--- src/sv/slcd_pkg.sv ---
package slcd_pkg;

    localparam int unsigned NUM_WRITES = 16;

    typedef logic [3:0] bcd_t;

    typedef struct packed {
        logic        running;
        logic        motor_stopped;
        logic        blink_phase;
        logic        time_blank;
        logic        speed_blank;
        logic        time_is_set;
        logic        countdown_done;
        logic [18:0] set_seconds;
        logic [18:0] elapsed_seconds;
        logic [13:0] target_speed;
        logic [13:0] control_speed;
        logic [13:0] measured_speed;
    } slcd_tick_t;

    typedef struct packed {
        logic [5:0] lcd_address;
        logic [7:0] segment_byte;
        logic       last_write;
    } slcd_write_t;

    typedef struct packed {
        logic running;
        logic blink_phase;
        logic time_blank;
        logic speed_blank;
        logic time_is_set;
        logic countdown_done;
    } slcd_flags_t;

    // times saturated to 99:59, speeds saturated to 9999
    typedef struct packed {
        slcd_flags_t flags;
        logic [18:0] preset_time;
        logic [18:0] elapsed_time;
        logic [13:0] preset_speed;
        logic [13:0] shown_speed;
    } slcd_entry_t;

    typedef struct packed {
        slcd_flags_t               flags;
        logic [NUM_WRITES-1:0][3:0] digit;
    } slcd_frame_t;

endpackage

--- src/sv/segment_lcd_speed_time_refresh.sv ---
// The first of the sixteen writes is registered after its request has passed the queue,
// the conversion and the write buffer; the write sequencer issues one LCD write per cycle
// while wr_ready does not stall it. Digit conversion, in separate reciprocal multipliers
// per value, overlaps the writes of the previous request; a 2-entry queue follows the front.
// Reset (rst_n, async): display mode undecided, speeds zero, offset mode 0, all queues empty.
module segment_lcd_speed_time_refresh (
    input  logic                  clk,
    input  logic                  rst_n,
    input  logic                  cfg_valid,
    output logic                  cfg_ready,
    input  logic                  cfg_data,
    input  logic                  tick_valid,
    output logic                  tick_ready,
    input  slcd_pkg::slcd_tick_t  tick,
    output logic                  wr_valid,
    input  logic                  wr_ready,
    output slcd_pkg::slcd_write_t wr
);
    import slcd_pkg::*;

    logic        q_in_valid;
    logic        q_in_ready;
    slcd_entry_t q_in_data;
    logic        q_out_valid;
    logic        q_out_ready;
    slcd_entry_t q_out_data;
    logic        frame_valid;
    logic        frame_ready;
    slcd_frame_t frame;

    slcd_front u_front (
        .clk        (clk),
        .rst_n      (rst_n),
        .cfg_valid  (cfg_valid),
        .cfg_ready  (cfg_ready),
        .cfg_data   (cfg_data),
        .tick_valid (tick_valid),
        .tick_ready (tick_ready),
        .tick       (tick),
        .q_valid    (q_in_valid),
        .q_ready    (q_in_ready),
        .q_data     (q_in_data)
    );

    slcd_fifo u_fifo (
        .clk        (clk),
        .rst_n      (rst_n),
        .push_valid (q_in_valid),
        .push_ready (q_in_ready),
        .push_data  (q_in_data),
        .pop_valid  (q_out_valid),
        .pop_ready  (q_out_ready),
        .pop_data   (q_out_data)
    );

    slcd_conv u_conv (
        .clk         (clk),
        .rst_n       (rst_n),
        .q_valid     (q_out_valid),
        .q_ready     (q_out_ready),
        .q_data      (q_out_data),
        .frame_valid (frame_valid),
        .frame_ready (frame_ready),
        .frame       (frame)
    );

    slcd_emit u_emit (
        .clk         (clk),
        .rst_n       (rst_n),
        .frame_valid (frame_valid),
        .frame_ready (frame_ready),
        .frame       (frame),
        .wr_valid    (wr_valid),
        .wr_ready    (wr_ready),
        .wr          (wr)
    );

endmodule

--- src/sv/slcd_front.sv ---
module slcd_front (
    input  logic                   clk,
    input  logic                   rst_n,
    input  logic                   cfg_valid,
    output logic                   cfg_ready,
    input  logic                   cfg_data,
    input  logic                   tick_valid,
    output logic                   tick_ready,
    input  slcd_pkg::slcd_tick_t   tick,
    output logic                   q_valid,
    input  logic                   q_ready,
    output slcd_pkg::slcd_entry_t  q_data
);
    import slcd_pkg::*;

    typedef enum logic [3:0] {
        MODE_UNDEC  = 4'b0001,
        MODE_RISE   = 4'b0010,
        MODE_FALL   = 4'b0100,
        MODE_STEADY = 4'b1000
    } mode_t;

    localparam logic [13:0] SPEED_OFFSET  = 14'd500;
    localparam logic [13:0] SPEED_MAX     = 14'd9999;
    localparam logic [18:0] TIME_MAX      = 19'd359999;
    localparam logic [19:0] ELAPSED_ROUND = 20'd59;

    logic        offset_off_reg;
    mode_t       mode_reg;
    mode_t       mode_next;
    mode_t       mode_eff;
    logic [13:0] prev_reg;
    logic [13:0] prev_next;
    logic [13:0] prev_eff;
    logic [13:0] shown_reg;
    logic [13:0] shown_next;
    logic [13:0] fresh_rise;
    logic [13:0] fall_meas;
    logic [13:0] fresh_fall;
    logic [13:0] meas_less;
    logic        fall_reached;
    logic [19:0] elapsed_sum;
    logic        accept;

    assign cfg_ready  = 1'b1;
    assign tick_ready = q_ready;
    assign q_valid    = tick_valid;
    assign accept     = tick_valid && q_ready;

    always_comb
    begin
        if (mode_reg == MODE_UNDEC)
        begin
            if (tick.control_speed >= shown_reg)
            begin
                mode_eff = MODE_RISE;
                prev_eff = '0;
            end
            else
            begin
                mode_eff = MODE_FALL;
                prev_eff = shown_reg;
            end
        end
        else
        begin
            mode_eff = mode_reg;
            prev_eff = prev_reg;
        end
    end

    assign meas_less  = tick.measured_speed - SPEED_OFFSET;
    assign fresh_rise = (tick.measured_speed <= prev_eff) ? prev_eff : tick.measured_speed;

    always_comb
    begin
        if (!offset_off_reg)
        begin
            fall_reached = (tick.measured_speed < SPEED_OFFSET) ||
                           (meas_less <= tick.control_speed);
            fall_meas    = (tick.measured_speed < SPEED_OFFSET) ? '0 : meas_less;
        end
        else
        begin
            fall_reached = tick.measured_speed <= tick.control_speed;
            fall_meas    = tick.measured_speed;
        end
        fresh_fall = (fall_meas >= prev_eff) ? prev_eff : fall_meas;
    end

    always_comb
    begin
        mode_next  = mode_eff;
        prev_next  = prev_eff;
        shown_next = shown_reg;
        if (!tick.running)
        begin
            mode_next  = MODE_UNDEC;
            prev_next  = '0;
            shown_next = '0;
        end
        else
        begin
            unique case (mode_eff)
                MODE_RISE:
                begin
                    if (!tick.motor_stopped && tick.measured_speed >= tick.control_speed)
                    begin
                        mode_next = MODE_STEADY;
                    end
                    else
                    begin
                        prev_next  = fresh_rise;
                        shown_next = fresh_rise;
                    end
                end
                MODE_FALL:
                begin
                    if (!tick.motor_stopped && fall_reached)
                    begin
                        mode_next = MODE_STEADY;
                    end
                    else
                    begin
                        prev_next  = fresh_fall;
                        shown_next = fresh_fall;
                    end
                end
                MODE_STEADY:
                begin
                    shown_next = tick.control_speed;
                end
                default:
                begin
                    mode_next = MODE_UNDEC;
                end
            endcase
        end
    end

    always_ff @(posedge clk or negedge rst_n)
    begin
        if (!rst_n)
        begin
            offset_off_reg <= 1'b0;
            mode_reg       <= MODE_UNDEC;
            prev_reg       <= '0;
            shown_reg      <= '0;
        end
        else
        begin
            if (cfg_valid)
            begin
                offset_off_reg <= cfg_data;
            end
            if (accept)
            begin
                mode_reg  <= mode_next;
                prev_reg  <= prev_next;
                shown_reg <= shown_next;
            end
        end
    end

    assign elapsed_sum = {1'b0, tick.elapsed_seconds} + ELAPSED_ROUND;

    always_comb
    begin
        q_data.flags.running        = tick.running;
        q_data.flags.blink_phase    = tick.blink_phase;
        q_data.flags.time_blank     = tick.time_blank;
        q_data.flags.speed_blank    = tick.speed_blank;
        q_data.flags.time_is_set    = tick.time_is_set;
        q_data.flags.countdown_done = tick.countdown_done;
        q_data.preset_time  = (tick.set_seconds > TIME_MAX) ? TIME_MAX : tick.set_seconds;
        q_data.elapsed_time = (elapsed_sum > {1'b0, TIME_MAX}) ? TIME_MAX : elapsed_sum[18:0];
        q_data.preset_speed = (tick.target_speed > SPEED_MAX) ? SPEED_MAX : tick.target_speed;
        q_data.shown_speed  = (shown_next > SPEED_MAX) ? SPEED_MAX : shown_next;
    end

endmodule

--- src/sv/slcd_fifo.sv ---
module slcd_fifo (
    input  logic                   clk,
    input  logic                   rst_n,
    input  logic                   push_valid,
    output logic                   push_ready,
    input  slcd_pkg::slcd_entry_t  push_data,
    output logic                   pop_valid,
    input  logic                   pop_ready,
    output slcd_pkg::slcd_entry_t  pop_data
);
    import slcd_pkg::*;

    localparam int unsigned QUEUE_DEPTH = 2;

    slcd_entry_t slot_reg [QUEUE_DEPTH];
    logic [1:0]  count_reg;
    logic [1:0]  count_next;
    logic        wr_ptr_reg;
    logic        rd_ptr_reg;
    logic        push;
    logic        pop;

    assign push_ready = count_reg != 2'(QUEUE_DEPTH);
    assign pop_valid  = count_reg != 2'd0;
    assign pop_data   = slot_reg[rd_ptr_reg];
    assign push       = push_valid && push_ready;
    assign pop        = pop_valid && pop_ready;

    always_comb
    begin
        count_next = count_reg;
        if (push && !pop)
        begin
            count_next = count_reg + 2'd1;
        end
        else if (pop && !push)
        begin
            count_next = count_reg - 2'd1;
        end
    end

    always_ff @(posedge clk or negedge rst_n)
    begin
        if (!rst_n)
        begin
            count_reg  <= '0;
            wr_ptr_reg <= 1'b0;
            rd_ptr_reg <= 1'b0;
        end
        else
        begin
            count_reg <= count_next;
            if (push)
            begin
                wr_ptr_reg <= !wr_ptr_reg;
            end
            if (pop)
            begin
                rd_ptr_reg <= !rd_ptr_reg;
            end
        end
    end

    always_ff @(posedge clk)
    begin
        if (push)
        begin
            slot_reg[wr_ptr_reg] <= push_data;
        end
    end

endmodule

--- src/sv/slcd_conv.sv ---
module slcd_conv (
    input  logic                   clk,
    input  logic                   rst_n,
    input  logic                   q_valid,
    output logic                   q_ready,
    input  slcd_pkg::slcd_entry_t  q_data,
    output logic                   frame_valid,
    input  logic                   frame_ready,
    output slcd_pkg::slcd_frame_t  frame
);
    import slcd_pkg::*;

    typedef enum logic [2:0] {
        CONV_IDLE = 3'b001,
        CONV_CALC = 3'b010,
        CONV_FULL = 3'b100
    } conv_state_t;

    localparam logic [2:0]  STEP_DIV_HOUR  = 3'd0;
    localparam logic [2:0]  STEP_REM_HOUR  = 3'd1;
    localparam logic [2:0]  STEP_DIV_MIN   = 3'd2;
    localparam logic [2:0]  STEP_REM_TENS  = 3'd3;
    localparam logic [2:0]  STEP_MIN_UNITS = 3'd4;
    localparam logic [2:0]  STEP_LAST      = 3'd5;

    // reciprocals: floor(x * K >> s) is exact over each value range used
    localparam logic [38:0] RECIP_3600 = 39'd596524;   // s = 31
    localparam logic [24:0] RECIP_60   = 25'd4370;     // s = 18
    localparam logic [28:0] RECIP_1000 = 29'd16778;    // s = 24
    localparam logic [19:0] RECIP_100  = 20'd656;      // s = 16
    localparam logic [14:0] RECIP_10   = 15'd205;      // s = 11

    conv_state_t state_reg;
    conv_state_t state_next;
    logic [2:0]  step_reg;
    logic        load;

    slcd_flags_t flags_reg;
    logic [18:0] tval_reg   [2];
    logic [13:0] sval_reg   [2];
    logic [6:0]  hours_reg  [2];
    logic [11:0] rem_reg    [2];
    logic [5:0]  mins_reg   [2];
    bcd_t        htens_reg  [2];
    bcd_t        hunits_reg [2];
    bcd_t        mtens_reg  [2];
    bcd_t        munits_reg [2];
    logic [9:0]  srem1_reg  [2];
    logic [6:0]  srem2_reg  [2];
    bcd_t        sth_reg    [2];
    bcd_t        shd_reg    [2];
    bcd_t        stens_reg  [2];
    bcd_t        sunits_reg [2];

    logic [38:0] hour_prod  [2];
    logic [18:0] hour_back  [2];
    logic [14:0] htens_prod [2];
    logic [6:0]  htens_back [2];
    logic [24:0] min_prod   [2];
    logic [13:0] mtens_prod [2];
    logic [5:0]  mtens_back [2];
    logic [28:0] th_prod    [2];
    logic [13:0] th_back    [2];
    logic [19:0] hd_prod    [2];
    logic [9:0]  hd_back    [2];
    logic [14:0] tens_prod  [2];
    logic [6:0]  tens_back  [2];

    assign q_ready     = (state_reg == CONV_IDLE) || (state_reg == CONV_FULL && frame_ready);
    assign load        = q_valid && q_ready;
    assign frame_valid = state_reg == CONV_FULL;

    always_comb
    begin
        for (int j = 0; j < 2; j++)
        begin
            hour_prod[j]  = 39'(tval_reg[j]) * RECIP_3600;
            hour_back[j]  = 19'(hours_reg[j]) * 19'd3600;
            htens_prod[j] = 15'(hours_reg[j]) * RECIP_10;
            htens_back[j] = 7'(htens_reg[j]) * 7'd10;
            min_prod[j]   = 25'(rem_reg[j]) * RECIP_60;
            mtens_prod[j] = 14'(mins_reg[j]) * 14'(RECIP_10);
            mtens_back[j] = 6'(mtens_reg[j]) * 6'd10;
            th_prod[j]    = 29'(sval_reg[j]) * RECIP_1000;
            th_back[j]    = 14'(sth_reg[j]) * 14'd1000;
            hd_prod[j]    = 20'(srem1_reg[j]) * RECIP_100;
            hd_back[j]    = 10'(shd_reg[j]) * 10'd100;
            tens_prod[j]  = 15'(srem2_reg[j]) * RECIP_10;
            tens_back[j]  = 7'(stens_reg[j]) * 7'd10;
        end
    end

    always_comb
    begin
        state_next = state_reg;
        if (load)
        begin
            state_next = CONV_CALC;
        end
        else if (state_reg == CONV_CALC && step_reg == STEP_LAST)
        begin
            state_next = CONV_FULL;
        end
        else if (state_reg == CONV_FULL && frame_ready)
        begin
            state_next = CONV_IDLE;
        end
    end

    always_ff @(posedge clk or negedge rst_n)
    begin
        if (!rst_n)
        begin
            state_reg <= CONV_IDLE;
            step_reg  <= STEP_DIV_HOUR;
        end
        else
        begin
            state_reg <= state_next;
            if (load)
            begin
                step_reg <= STEP_DIV_HOUR;
            end
            else if (state_reg == CONV_CALC)
            begin
                step_reg <= step_reg + 3'd1;
            end
        end
    end

    always_ff @(posedge clk)
    begin
        if (load)
        begin
            flags_reg   <= q_data.flags;
            tval_reg[0] <= q_data.preset_time;
            tval_reg[1] <= q_data.elapsed_time;
            sval_reg[0] <= q_data.preset_speed;
            sval_reg[1] <= q_data.shown_speed;
        end
        else if (state_reg == CONV_CALC)
        begin
            for (int j = 0; j < 2; j++)
            begin
                unique case (step_reg)
                    STEP_DIV_HOUR:
                    begin
                        hours_reg[j] <= hour_prod[j][37:31];
                        sth_reg[j]   <= th_prod[j][27:24];
                    end
                    STEP_REM_HOUR:
                    begin
                        rem_reg[j]   <= 12'(tval_reg[j] - hour_back[j]);
                        htens_reg[j] <= htens_prod[j][14:11];
                        srem1_reg[j] <= 10'(sval_reg[j] - th_back[j]);
                    end
                    STEP_DIV_MIN:
                    begin
                        mins_reg[j]   <= min_prod[j][23:18];
                        hunits_reg[j] <= 4'(hours_reg[j] - htens_back[j]);
                        shd_reg[j]    <= hd_prod[j][19:16];
                    end
                    STEP_REM_TENS:
                    begin
                        mtens_reg[j] <= {1'b0, mtens_prod[j][13:11]};
                        srem2_reg[j] <= 7'(srem1_reg[j] - hd_back[j]);
                    end
                    STEP_MIN_UNITS:
                    begin
                        munits_reg[j] <= 4'(mins_reg[j] - mtens_back[j]);
                        stens_reg[j]  <= tens_prod[j][14:11];
                    end
                    STEP_LAST:
                    begin
                        sunits_reg[j] <= 4'(srem2_reg[j] - tens_back[j]);
                    end
                    default:
                    begin
                        sunits_reg[j] <= sunits_reg[j];
                    end
                endcase
            end
        end
    end

    always_comb
    begin
        frame.flags = flags_reg;
        for (int j = 0; j < 2; j++)
        begin
            frame.digit[4*j + 0]     = htens_reg[j];
            frame.digit[4*j + 1]     = hunits_reg[j];
            frame.digit[4*j + 2]     = mtens_reg[j];
            frame.digit[4*j + 3]     = munits_reg[j];
            frame.digit[8 + 4*j + 0] = sth_reg[j];
            frame.digit[8 + 4*j + 1] = shd_reg[j];
            frame.digit[8 + 4*j + 2] = stens_reg[j];
            frame.digit[8 + 4*j + 3] = sunits_reg[j];
        end
    end

endmodule

--- src/sv/slcd_emit.sv ---
module slcd_emit (
    input  logic                   clk,
    input  logic                   rst_n,
    input  logic                   frame_valid,
    output logic                   frame_ready,
    input  slcd_pkg::slcd_frame_t  frame,
    output logic                   wr_valid,
    input  logic                   wr_ready,
    output slcd_pkg::slcd_write_t  wr
);
    import slcd_pkg::*;

    localparam logic [1:0] GRP_SET_TIME  = 2'd0;
    localparam logic [1:0] GRP_ELAPSED   = 2'd1;
    localparam logic [1:0] GRP_SET_SPEED = 2'd2;
    localparam logic [1:0] GRP_SHOWN     = 2'd3;

    localparam logic [3:0] LAST_IDX = 4'(NUM_WRITES - 1);

    localparam logic [7:0] COLON_LL = 8'h80;
    localparam logic [7:0] DASH_LL  = 8'h08;
    localparam logic [7:0] DASH_UP  = 8'h10;
    localparam logic [7:0] ICON_BIT = 8'h01;

    localparam logic [5:0] LCD_ADDR [NUM_WRITES] = '{
        6'd0,  6'd2,  6'd4,  6'd6,
        6'd54, 6'd52, 6'd50, 6'd48,
        6'd26, 6'd28, 6'd30, 6'd32,
        6'd46, 6'd44, 6'd42, 6'd40
    };

    function automatic logic [7:0] font_low_left(input bcd_t d);
        logic [7:0] f;
        unique case (d)
            4'd0:    f = 8'h77;
            4'd1:    f = 8'h24;
            4'd2:    f = 8'h5d;
            4'd3:    f = 8'h6d;
            4'd4:    f = 8'h2e;
            4'd5:    f = 8'h6b;
            4'd6:    f = 8'h7b;
            4'd7:    f = 8'h25;
            4'd8:    f = 8'h7f;
            4'd9:    f = 8'h6f;
            default: f = 8'h00;
        endcase
        return f;
    endfunction

    function automatic logic [7:0] font_upper(input bcd_t d);
        logic [7:0] f;
        unique case (d)
            4'd0:    f = 8'hee;
            4'd1:    f = 8'h24;
            4'd2:    f = 8'hba;
            4'd3:    f = 8'hb6;
            4'd4:    f = 8'h74;
            4'd5:    f = 8'hd6;
            4'd6:    f = 8'hde;
            4'd7:    f = 8'ha4;
            4'd8:    f = 8'hfe;
            4'd9:    f = 8'hf6;
            default: f = 8'h00;
        endcase
        return f;
    endfunction

    function automatic logic [7:0] font_low_right(input bcd_t d);
        logic [7:0] f;
        unique case (d)
            4'd0:    f = 8'hee;
            4'd1:    f = 8'h48;
            4'd2:    f = 8'hba;
            4'd3:    f = 8'hda;
            4'd4:    f = 8'h5c;
            4'd5:    f = 8'hd6;
            4'd6:    f = 8'hf6;
            4'd7:    f = 8'h4a;
            4'd8:    f = 8'hfe;
            4'd9:    f = 8'hde;
            default: f = 8'h00;
        endcase
        return f;
    endfunction

    slcd_frame_t buf_reg;
    logic        buf_valid_reg;
    logic [3:0]  idx_reg;
    logic        wr_valid_reg;
    slcd_write_t wr_reg;
    logic        load_out;
    logic        take;
    logic        last;
    logic [1:0]  grp;
    logic [1:0]  pos;
    bcd_t        digit;
    logic        run_blink;
    logic [7:0]  seg;

    assign last        = idx_reg == LAST_IDX;
    assign load_out    = buf_valid_reg && (!wr_valid_reg || wr_ready);
    assign frame_ready = !buf_valid_reg || (load_out && last);
    assign take        = frame_valid && frame_ready;
    assign grp         = idx_reg[3:2];
    assign pos         = idx_reg[1:0];
    assign digit       = buf_reg.digit[idx_reg];
    assign run_blink   = buf_reg.flags.running && buf_reg.flags.blink_phase;
    assign wr_valid    = wr_valid_reg;
    assign wr          = wr_reg;

    always_comb
    begin
        unique case (grp)
            GRP_SET_TIME:
            begin
                if (!buf_reg.flags.time_is_set)
                begin
                    seg = (pos == 2'd1) ? (DASH_LL | COLON_LL) : DASH_LL;
                end
                else if (buf_reg.flags.time_blank)
                begin
                    seg = (pos == 2'd3) ? COLON_LL : 8'h00;
                end
                else
                begin
                    seg = font_low_left(digit) | (pos[0] ? COLON_LL : 8'h00);
                end
            end
            GRP_ELAPSED:
            begin
                if (!buf_reg.flags.time_is_set)
                begin
                    seg = DASH_UP | (pos[0] ? ICON_BIT : 8'h00);
                end
                else
                begin
                    seg = font_upper(digit) |
                          ((pos[0] && !(run_blink && !buf_reg.flags.countdown_done)) ?
                           ICON_BIT : 8'h00);
                end
            end
            GRP_SET_SPEED:
            begin
                if (buf_reg.flags.speed_blank)
                begin
                    seg = (pos == 2'd3) ? ICON_BIT : 8'h00;
                end
                else
                begin
                    seg = font_low_right(digit) | ((pos == 2'd3) ? ICON_BIT : 8'h00);
                end
            end
            GRP_SHOWN:
            begin
                seg = font_upper(digit) | ((!pos[0] && !run_blink) ? ICON_BIT : 8'h00);
            end
            default:
            begin
                seg = 8'h00;
            end
        endcase
    end

    always_ff @(posedge clk or negedge rst_n)
    begin
        if (!rst_n)
        begin
            buf_valid_reg <= 1'b0;
            idx_reg       <= '0;
            wr_valid_reg  <= 1'b0;
        end
        else
        begin
            if (take)
            begin
                buf_valid_reg <= 1'b1;
            end
            else if (load_out && last)
            begin
                buf_valid_reg <= 1'b0;
            end
            if (load_out)
            begin
                idx_reg      <= idx_reg + 4'd1;
                wr_valid_reg <= 1'b1;
            end
            else if (wr_ready)
            begin
                wr_valid_reg <= 1'b0;
            end
        end
    end

    always_ff @(posedge clk)
    begin
        if (take)
        begin
            buf_reg <= frame;
        end
        if (load_out)
        begin
            wr_reg.lcd_address  <= LCD_ADDR[idx_reg];
            wr_reg.segment_byte <= seg;
            wr_reg.last_write   <= last;
        end
    end

endmodule
--- config.mk ---
export PLATFORM = sky130hd
export DESIGN_NAME = segment_lcd_speed_time_refresh
export DESIGN_NICKNAME = d
export VERILOG_FILES = /design/src/sv/slcd_pkg.sv /design/src/sv/segment_lcd_speed_time_refresh.sv /design/src/sv/slcd_front.sv /design/src/sv/slcd_fifo.sv /design/src/sv/slcd_conv.sv /design/src/sv/slcd_emit.sv
export SDC_FILE = /design/constraint.sdc
export NUM_CORES = 2
export LEC_CHECK = 0
export BUFFER_PORTS_ARGS = -buffer_cell sky130_fd_sc_hd__buf_2
export CAP_MARGIN = 10
export CORE_UTILIZATION = 60
export DETAILED_ROUTE_END_ITERATION = 10
export PLACE_DENSITY = 0.78
export SLEW_MARGIN = 10
export SYNTH_ARGS = -nofsm -noshare
export SYNTH_HDL_FRONTEND = slang
export SYNTH_SLANG_ARGS = --single-unit
--- constraint.sdc ---
create_clock -name clk -period 23.1 [get_ports clk]
set_clock_uncertainty 0.05 [all_clocks]
set_input_delay 1.155 -clock clk [delete_from_list [all_inputs] [get_ports clk]]
set_output_delay 1.155 -clock clk [all_outputs]
set_load 0.01 [all_outputs]
==> results.toml <==
[outcome]
status = "complete, no violations"

[power]
pwr-share-seq = 0.412
power.leakage_nw = 24.1
ir_worst_vdd_mv = 0.0748
swShare = 0.333
power_density_nw_per_um2 = 57.6
p_comb_frac = 0.289
pwr-share-clk = 0.300
intPower_mw = 1.91
p_sw_mw = 0.953

[worst_setup_path]
critical_path_buf_inv_count = 1
worstPathRequired_ps = 23560
crit_type = "input pin to register"
r2r-start = "u_front.shown_reg[10]$_DFFE_PN0P_"
critPathTopFamily = "compound AO/OA/AOI/OAI gates"
max_stage_delay_ps = 1060
endpoint_kind = "register"
slowest_stage = "nor2_1"
startpoint = "tick[25]"
rr_worst_depth = 15
reg2reg_slack_ps = 16760
cp_cell_sequence = "buf_2 -> ha_1 -> and4_1 -> o2111ai_1 -> o21ai_1 -> a21oi_1 -> ha_1 -> nor3_1 -> o31ai_1 -> a21oi_2 -> nand2_1 -> nor2_1 -> a221o_1 -> o21ai_0 -> o21ai_0"
cp.arrival_ps = 6860
setup.worst_path.start_class = "input pin"
path_max_fanout = 19
r2r_end = "u_front.prev_reg[10]$_DFFE_PN0P_"

[timing]
fin_ws_ps = 16700
fin_crit_sh = 0.277
relSlewSlack = 0.0942
setup_viol = 0
fin_setup_tns_ps = 0
hold_viol_final = 0
drv_slew = 0
fin_crit_ps = 6400
worst_pin_slew_ps = 1350
fmax_mhz = 156
rsz0062_at_grt = "no"

[die]
die_w_um = 280
core-area_um2 = 76100
start_util = 0.608
fp.dieArea_um2 = 78200
rows = 101
ios = 111
fp.dieH_um = 280

[synthesis]
synthMostInstantiatedCell = "ha_1"
yosys_warnings = 0
synth_cell_types = 95
ys_async_sr_fraction = 0.0994
synthCells = 4072
synth_top_flop_cell = "edfxtp_1"
synth-seq-cells = 493
synth-edff-count = 444
synth_seq_area_share = 0.315
netlist_top_cells_count = "ha_1 (1025), inv_1 (763), edfxtp_1 (444)"
ys_top_cells_by_area = "edfxtp_1 (29%), ha_1 (28%), fa_1 (13%)"
netlist_area_um2 = 46300
syn_nets = 5482
synth_largest_area_cell = "edfxtp_1"
syn_area_per_cell_um2 = 11.4
yosysTopAreaCellShare = 0.288

[route]
drc = 0
drt_pre_antenna_iters = 5
drtIter0Drc = 1735
ant_nets = 0
via_count = 29800
totalWireLength_um = 94100
vias_per_cell = 5.68
wl_per_cell_um = 17.9

[cts]
cts_setup_buffers = 0
clockBufferDepth = 3
cts_tree = "yes"
htreeDepth = 2
cts_root_buf = "clkbuf_16"
cts_made_buffers = 53
ctsResizeCount = 0
ctsHoldBuffers = 0
clock_latency_ps = 610
clkSinkCount = 493
clkTransAtPathRegs_ps = 60

[global_routing]
grt_pass1_wl_um = 156000
grt_max_degree = 60
grtUsageTotal = 0.250
grt_pass1_vias = 31100
antenna_found_initial = 0
overflow = 0

[placement]
dpl_cell_area_um2 = 48000
preCtsSetupSlack_ps = 16220
portBuffers = 108
gp_congestion = 0.934
dp_hpwl_um = 74400

[layout]
drive_above_1_share = 0.0893
nets = 5591
final_util = 0.654
syn_to_final_growth_pct = 7.44
diodes = 0
finish.instance_area_um2 = 49700
largest_register_ffs = 144

[job]
cap_violations = 0

[worst_hold_path]
min-delay-start = "u_conv.htens_reg[0][3]$_DFFE_PP_"
hold_end = "u_emit.buf_reg[3]$_DFFE_PP_"
whs_path_depth = 0
hold_class = "register to register"
[through the flow]
step,instances,power [mW],hold WS [ps]
final,5254,2.86,366
after global routing,5254,2.99,375
after CTS,5254,2.86,369
after detailed placement,5156,2.00,355
after global placement,5156,1.98,352
after floorplan,4072,1.76,350
[cell type report]
| class | count | area [um^2] |
|---|---|---|
| flip-flops and latches | 493 | 14600 |
| repair buffers | 125 | 668 |
| fillers | 5752 | 26400 |
| inverters | 765 | 2870 |
| well taps | 1030 | 1290 |
| multi-input cells | 2743 | 28600 |
| clock inverters | 23 | 248 |
| clock buffers | 75 | 1500 |
[layout by cell type (no fill, tap or decap), types with 12 or more instances in the layout]
| master | count |
|---|---|
| o2111ai_1 | 13 |
| clkbuf_16 | 54 |
| nor2_1 | 111 |
| nand4_1 | 17 |
| o21bai_1 | 12 |
| nand2b_1 | 38 |
| mux2_2 | 80 |
| xor2_1 | 50 |
| and2_1 | 24 |
| a211oi_1 | 31 |
| dfrtp_1 | 46 |
| mux4_2 | 18 |
| o211ai_1 | 26 |
| buf_2 | 108 |
| buf_4 | 17 |
| edfxtp_1 | 444 |
| nor3_1 | 30 |
| o21ai_0 | 117 |
| nor2b_1 | 24 |
| ha_1 | 1025 |
| a21o_1 | 90 |
| o21a_1 | 21 |
| nand2_1 | 165 |
| a221oi_1 | 12 |
| a21oi_1 | 123 |
| nand3_1 | 36 |
| a31o_2 | 17 |
| xnor2_1 | 119 |
| clkbuf_1 | 14 |
| a31oi_1 | 12 |
| mux2i_1 | 16 |
| inv_1 | 763 |
| or2_2 | 21 |
| o31ai_1 | 17 |
| fa_1 | 292 |
| and3_1 | 18 |
[power by group through the flow]
stage          Clock (mW)  Combinational (mW)  Sequential (mW)
6_report            0.858               0.826             1.18
5_1_grt             0.904               0.901             1.19
4_1_cts             0.873               0.812             1.18
3_5_place_dp            0               0.807             1.19
3_3_place_gp            0               0.794             1.19
2_1_floorplan           0               0.591             1.17
[cells by family after synthesis]
kind of cell / synth area share
flops: 0.315
compound gates: 0.0907
simple gates: 0.0584
other cells: 0.000162
xor+xnor: 0.0320
fa+ha+maj: 0.403
mux: 0.0317
buf+inv: 0.0689
[per-layer routing]
metal / vias to the layer above / track usage / wire, um
met4: 0 / 0.0848 / 3150
li1: 14400 / - / -
met2: 758 / 0.434 / 45600
met3: 184 / 0.0282 / 4930
met1: 14400 / 0.325 / 40500
met5: - / 0 / 0
[worst max-delay path by stage]
stage | end | slack, ps | cells after the start
floorplan | u_fifo.count_reg[1]$_DFFE_PN0P_ | 15000 | 10
global placement | u_fifo.slot_reg[0][3]$_DFFE_PP_ | 16350 | 17
detailed placement | u_fifo.slot_reg[0][0]$_DFFE_PP_ | 16220 | 17
CTS | u_fifo.slot_reg[0][0]$_DFFE_PP_ | 16840 | 17
global route | u_fifo.slot_reg[0][3]$_DFFE_PP_ | 16120 | 17
finish | u_front.prev_reg[10]$_DFFE_PN0P_ | 16700 | 15
(Power assumes the default switching activity.)
